==> src/psu_pkg.sv <==
package psu_pkg;

   // Line store depth default and fixed field widths
   localparam int MAX_WIDTH_DEFAULT = 4096;
   localparam int CFG_DATA_W        = 16;
   localparam int CFG_INDEX_W       = 2;
   localparam int HEIGHT_W          = 16;
   localparam int IMG_WIDTH_W       = 13;
   localparam int COMP_W            = 3;

   // Register indexes
   localparam logic [CFG_INDEX_W-1:0] REG_COLOR_COMPONENTS = 2'd0;
   localparam logic [CFG_INDEX_W-1:0] REG_IMAGE_WIDTH      = 2'd1;
   localparam logic [CFG_INDEX_W-1:0] REG_IMAGE_HEIGHT     = 2'd2;

   localparam logic [COMP_W-1:0] COMP_RGBA = 3'd4;

   // Filter type codes
   localparam logic [2:0] FILT_NONE    = 3'd0;
   localparam logic [2:0] FILT_SUB     = 3'd1;
   localparam logic [2:0] FILT_UP      = 3'd2;
   localparam logic [2:0] FILT_AVERAGE = 3'd3;
   localparam logic [2:0] FILT_PAETH   = 3'd4;

   typedef logic [31:0] pixel_type;

   // Neighbors and filtered pixel handed to the reconstruction lanes
   typedef struct packed {
      logic [2:0] filter;
      logic       rgba;
      pixel_type  filtered;
      pixel_type  left;
      pixel_type  upper;
      pixel_type  upper_left;
   } recon_req_type;

   // Paeth predictor on one byte lane
   function automatic logic [7:0] paeth_byte(input logic [7:0] a, input logic [7:0] b,
                                             input logic [7:0] c);
      logic signed [10:0] pa_s;
      logic signed [10:0] pb_s;
      logic signed [10:0] pc_s;
      logic [9:0]         pa;
      logic [9:0]         pb;
      logic [9:0]         pc;
      pa_s = $signed({3'b000, b}) - $signed({3'b000, c});
      pb_s = $signed({3'b000, a}) - $signed({3'b000, c});
      pc_s = $signed({3'b000, a}) + $signed({3'b000, b}) - $signed({2'b00, c, 1'b0});
      pa = pa_s[10] ? 10'(-pa_s) : pa_s[9:0];
      pb = pb_s[10] ? 10'(-pb_s) : pb_s[9:0];
      pc = pc_s[10] ? 10'(-pc_s) : pc_s[9:0];
      if (pa <= pb && pa <= pc) begin
         paeth_byte = a;
      end else if (pb <= pc) begin
         paeth_byte = b;
      end else begin
         paeth_byte = c;
      end
   endfunction

endpackage

==> src/psu_recon.sv <==
module psu_recon (
   input  psu_pkg::recon_req_type req,
   output psu_pkg::pixel_type     recon
);
   import psu_pkg::*;

   // Predict and add per byte lane
   always_comb begin
      logic [7:0] a;
      logic [7:0] b;
      logic [7:0] c;
      logic [7:0] pred;
      logic [8:0] sum_ab;
      recon = '0;
      for (int i = 0; i < 4; i++) begin
         a      = req.left[8*i +: 8];
         b      = req.upper[8*i +: 8];
         c      = req.upper_left[8*i +: 8];
         sum_ab = {1'b0, a} + {1'b0, b};
         unique case (req.filter)
            FILT_SUB:     pred = a;
            FILT_UP:      pred = b;
            FILT_AVERAGE: pred = sum_ab[8:1];
            FILT_PAETH:   pred = paeth_byte(a, b, c);
            default:      pred = 8'd0;
         endcase
         recon[8*i +: 8] = req.filtered[8*i +: 8] + pred;
      end
      // Drop alpha for three components
      if (!req.rgba) begin
         recon[31:24] = 8'd0;
      end
   end

endmodule

==> config.mk <==
export PLATFORM = sky130hd
export DESIGN_NAME = psu_recon
export DESIGN_NICKNAME = d
export VERILOG_FILES = /design/src/psu_pkg.sv /design/src/psu_recon.sv
export SDC_FILE = /design/constraint.sdc
export NUM_CORES = 1
export LEC_CHECK = 0
export CAP_MARGIN = 15
export CORE_MARGIN = 2
export CORE_UTILIZATION = 45
export DETAILED_ROUTE_END_ITERATION = 8
export DONT_BUFFER_PORTS = 1
export GPL_ROUTABILITY_DRIVEN = 0
export PLACE_DENSITY = 0.65
export SLEW_MARGIN = 20
export SYNTH_ARGS = -nofsm -noshare
export SYNTH_HDL_FRONTEND = slang
export SYNTH_SLANG_ARGS = --single-unit
==> constraint.sdc <==
create_clock -name vclk -period 12.38
set_input_delay 3.095 -clock vclk [all_inputs]
set_output_delay 3.095 -clock vclk [all_outputs]
set_load 0.01 [all_outputs]
Yosys cells after proc, flatten, opt, wreduce, memory -nomap -nowiden
Cells that the tools add are included.

operators by class
  eq/ne operators = 4
  magnitude comparators = 12
  reductions and logical operators = 4
  $add $sub $neg = 36
  muxes and demuxes = 25

operator list
  kind                                                 number
  one-hot mux 8 bit (4 select lines)                   4
  <= comparator 10 bit                                 12
  2-to-1 mux 10 bit                                    12
  negator 9 -> 10 bit                                  8
  adder 8 x 8 -> 9 bit                                 8
  2-to-1 mux 8 bit                                     9
  subtractor 8 x 8 -> 9 bit                            8
  negator 10 bit                                       4
  subtractor 9 x 9 -> 10 bit                           4
  adder 8 bit                                          4
  equality test 3 x 2 -> 1 bit, second input constant  2
  logical AND 1 bit                                    4
  equality test 3 x 1 -> 1 bit, second input constant  1
  equality test 3 bit, second input constant           1

storage, ports and cells
  flip-flop bits (word level) = 0
  input port bits = 132
  word-level logic and storage cells = 81

Logic depth before layout (Yosys ltp)
  depth after elaboration = 10
  depth in mapped cells = 38

Worst setup path after synthesis
No wires, ideal clock.

  kind = input -> output
  start = input port req[34] (netlist name)
  end = output port recon[7]
  required time = 9.285 ns
  stages = 36
  slack = -0.272 ns
  data arrival time = 9.557 ns
  path through = inv_1 > fa_1 > inv_1 > ha_1 > o21a_1 > o21a_1 > o21ai_0 > nand2b_1 > a21o_1 > nand2_1 > a21boi_0 > o21ai_0 > nand2b_1 > clkbuf_1 > o21ai_0 > ha_1 > nor2b_1 > o21a_1 > o21a_1 > o21a_1 > o21a_1 > o21ai_0 > a21oi_1 > o31a_1 > nor2_1 > mux2_2 > a221o_1 > ha_1 > a21o_1 > a21oi_1 > o21bai_1 > a21oi_1 > o21bai_1 > a21oi_1 > xnor2_1 > xnor2_1

between the ends
  cells in the longest elaborated chain, start to end = 9
  elaborated cells on any way between the ends = 16
  classes of those cells = add/sub (7); order compare (3); mux (5); reduce/logical (1)

ends and longest elaborated chain
  item                                                          RTL line                        RTL
  start, declared                                               psu_recon.sv:2                  input psu_pkg::recon_req_type req,
  adder 8 x 8 -> 9 bit                                          psu_pkg.sv:48, psu_recon.sv:19
  subtractor 9 x 9 -> 10 bit                                    psu_pkg.sv:48                   pc_s = $signed({3'b000, a}) + $signed({3'b000, b}) - $signed({2'b00, c, 1'b0});
  negator 10 bit                                                psu_pkg.sv:51                   pc = pc_s[10] ? 10'(-pc_s) : pc_s[9:0];
  2-to-1 mux 10 bit                                             psu_pkg.sv:51
  <= comparator 10 bit, on equally long branches                psu_pkg.sv:54, psu_pkg.sv:52
  2-to-1 mux 8 bit / logical AND 1 bit (equally long branches)  psu_pkg.sv:54, psu_pkg.sv:52
  2-to-1 mux 8 bit                                              psu_pkg.sv:52                   if (pa <= pb && pa <= pc) begin
  one-hot mux 8 bit (4 select lines) (*)                        psu_recon.sv:20                 unique case (req.filter)
  adder 8 bit (*)                                               psu_recon.sv:27                 recon[8*i +: 8] = req.filtered[8*i +: 8] + pred;
  end, declared                                                 psu_recon.sv:3                  output psu_pkg::pixel_type recon

Mark *: on every way between the ends. The rest lies on a longest branch, timed or not.

Worst setup path after layout
  start = input port req[88] (netlist name)
  end = output port recon[31]

between the ends
  cells in the longest elaborated chain, start to end = 10
  elaborated cells on any way between the ends = 17
  classes of those cells = add/sub (7); order compare (3); mux (6); reduce/logical (1)

ends and longest elaborated chain
  item                                                          RTL line                        RTL
  adder 8 x 8 -> 9 bit                                          psu_pkg.sv:48, psu_recon.sv:19
  subtractor 9 x 9 -> 10 bit                                    psu_pkg.sv:48
  negator 10 bit                                                psu_pkg.sv:51
  2-to-1 mux 10 bit                                             psu_pkg.sv:51
  <= comparator 10 bit, on equally long branches                psu_pkg.sv:54, psu_pkg.sv:52
  2-to-1 mux 8 bit / logical AND 1 bit (equally long branches)  psu_pkg.sv:54, psu_pkg.sv:52
  2-to-1 mux 8 bit                                              psu_pkg.sv:52
  one-hot mux 8 bit (4 select lines) (*)                        psu_recon.sv:20
  adder 8 bit (*)                                               psu_recon.sv:27
  2-to-1 mux 8 bit (*)                                          psu_recon.sv:30                 if (!req.rgba) begin

Marked as above.

==> summary.txt <==
Outcome
  – Outcome: complete, no violations

Synthesis
  – Seq/Total Area, Yosys: 0%
  – Unique masters post-synth: 82
  – Area leader, netlist: ha_1
  – Mapped Cells: about 1700
  – Post-synth top area share: between 20 and 30%
  – Top area cells in the synthesized netlist: ha_1, xnor2_1, inv_1
  – Average cell area after synthesis: about 7.5 um^2
  – Mapped cell area: approximately 13000 um^2
  – Synth warn: 0

Detailed routing
  – Drt pass-1 iters: 6
  – Total Wirelength: between 30000 and 40000 um
  – WL per Instance: between 15 and 20 um
  – Vias/cell: 5.59
  – Detail Route Antenna Nets: 0
  – DRT iter0 DRCs: ~750
  – DR DRC count: 0
  – Via Count: roughly 12000

Placement
  – Placed cell count: between 2000 and 2500
  – Number of port buffers: 0
  – Post-DP HPWL: 32700 um

Power
  – Leakage: between 0.007 and 0.008 uW
  – Power Density: approximately 120 nW/um^2
  – Clk pwr share: 0%
  – Comb power frac: 100.0%
  – Switching Power: approximately 930 uW
  – Worst VDD drop: approximately 0.062 mV
  – Sequential power share: 0%
  – Internal cell power: 847 uW
  – Switch share: between 50% and 60%

Global route
  – Antenna violations before repair: 0
  – Global-route wire length before repair: 59300 um
  – Pin count of the biggest net entering global routing: 24
  – Global route overflow: 0
  – Vias in the first global route: approximately 12000
  – Total global-route track usage: roughly 25%

Critical path
  – CP Max Fanout: 5
  – Worst stage delay on the critical path: 0.36 ns
  – Slowest-stage cell, CP: fa_2
  – Critical path endpoint category: output port
  – Arrival @ worst endpoint: ~9 ns
  – Worst Path Required: 9.28 ns
  – WS Path Type: input pin to output port
  – CP Launch Type: input pin

Floorplan
  – Row cnt: 61
  – Die height: around 170 um
  – Initial Utilization: roughly 46%
  – Chip width: 172 um
  – Core outline area: around 28000 um^2
  – Die area: 29500 um^2
  – Top Ports: ~160

Run
  – Max-cap viol count: 0

Final layout
  – Clock buffer count: 0
  – Synth-to-layout area growth: 15.3%
  – Fillers: between 2000 and 3000
  – Register Area: 0 um^2
  – Seq_cells: 0
  – Post-route insts no fill: ~2200
  – Layout cells sized above 1: approximately 14%
  – Final-stage net count: 2289

STA
  – Setup TNS: 0 ns
  – Period Utilization, post-route: between 90 and 100%
  – Post-route minimum period: between 10 and 15 ns
  – Endpoints failing setup: 0
  – Final Hold Viols: 0
  – Max-slew violations: 0
  – Fmax: slightly above 80 MHz
  – Max-slew headroom: 27.3%
  – RSZ-0062 raised after global routing: yes
  – Slew of the pin with the lowest slew margin: about 1.1 ns

Worst hold path
  – Min-Delay Path Class: input pin to output port

Clocking
  – Hold buffer count at cts: 0
## layout make-up
type	instances	area [um^2]	share of cell area, %
tap	378	473	3.24
timing repair buffer	154	1160	7.99
multi-input combinational	1415	12000	82.0
inverter	260	983	6.74
antenna	1	2.50	0.0172
## cell usage in the layout (no fill, tap or decap), types with 26 or more instances in the layout
cell type  count
ha_1         276
inv_1        256
buf_4        150
xnor2_1      128
a21oi_1      116
nor2_1        83
nand2_1       81
a21o_1        79
o21ai_0       72
xor2_1        57
o21bai_1      47
fa_1          42
nor2b_1       26
nand2b_1      26
## timing repair
action / CTS / global route
buffers inserted: 9 / 16
pin swaps: 25 / 63
setup endpoints to repair: 7 / 13
cloned: 0 / 1
resized for setup: 33 / 64
## power by group through the flow
| stage | Clock, uW | Sequential (uW) | Combinational (uW) |
|---|---|---|---|
| 6_report | 0.0000111 | 0 | 1780 |
| 5_1_grt | 0 | 0 | 1980 |
| 4_1_cts | 0 | 0 | 1690 |
| 3_5_place_dp | 0 | 0 | 1640 |
| 3_3_place_gp | 0 | 0 | 1590 |
| 2_1_floorplan | 0 | 0 | 1190 |
## synthesized netlist by cell type (10+ instances only)
master and count:
nand3_1 25, nand4_1 21, a21oi_1 134, fa_1 44, nand2b_1 26, a21o_1 79
o21ai_0 90, a22oi_1 10, nor2b_1 28, a211oi_1 10, clkbuf_1 27, nand2_1 81
ha_1 282, nor3_1 20, xor2_1 57, a31oi_1 10, inv_1 260, mux2i_1 27
o21bai_1 47, a222oi_1 16, xnor2_1 134, o21a_1 25, nor2_1 88
## routing by layer
metal / track usage (%) / routed length (um)
met2: 44.5 / 17800
met5: 0 / 0
met1: 32.0 / 17000
met3: 2.81 / 2370
met4: 5.64 / 810
## worst paths after layout
check | start | endpoint | slack, ns | depth (start not counted)
max | req[88] | recon[31] | 0.01 | 35
min | req[128] | recon[30] | 6.32 | 1
## cells by family (layout without fill, tap and decap cells)
family | count (synthesis) | in the layout | share of synthesized area [%]
and+or+nand+nor | 356 | 356 | 14.3
xor gates and xnor gates | 194 | 194 | 13.7
other | 2 | 17 | 0.0593
adders and majority gates | 326 | 326 | 34.8
muxes | 32 | 32 | 2.58
AOI/OAI and AO/OA | 491 | 491 | 25.9
buffers and inverters | 290 | 414 | 8.72
## critical path: cells and delay by family
| kind | cells | cell delay [ns] |
|---|---|---|
| AO/OA/AOI/OAI | 19 | 3.48 |
| adder cells (fa/ha/maj) | 4 | 1.11 |
| buffers and inverters | 7 | 0.81 |
| AND/OR/NAND/NOR | 3 | 0.45 |
| XOR/XNOR | 2 | 0.33 |
## metrics by stage
stage | hold WS (ns) | util [%] | total power [uW] | setup slack [ns] | instance area [um^2]
final | 6.32 | 52.7 | 1780 | 0.0104 | 14600
after global routing | 6.32 | 52.6 | 1980 | -0.364 | 14600
after CTS | 6.34 | 51.3 | 1690 | 0.000594 | 14200
after detailed placement | 6.34 | 50.6 | 1640 | -0.511 | 14000
after global placement | 6.34 | 50.6 | 1590 | -0.427 | 14000
after floorplan | 6.34 | - | 1190 | 0.00781 | 12700
Power figures use the tool's default switching activity.
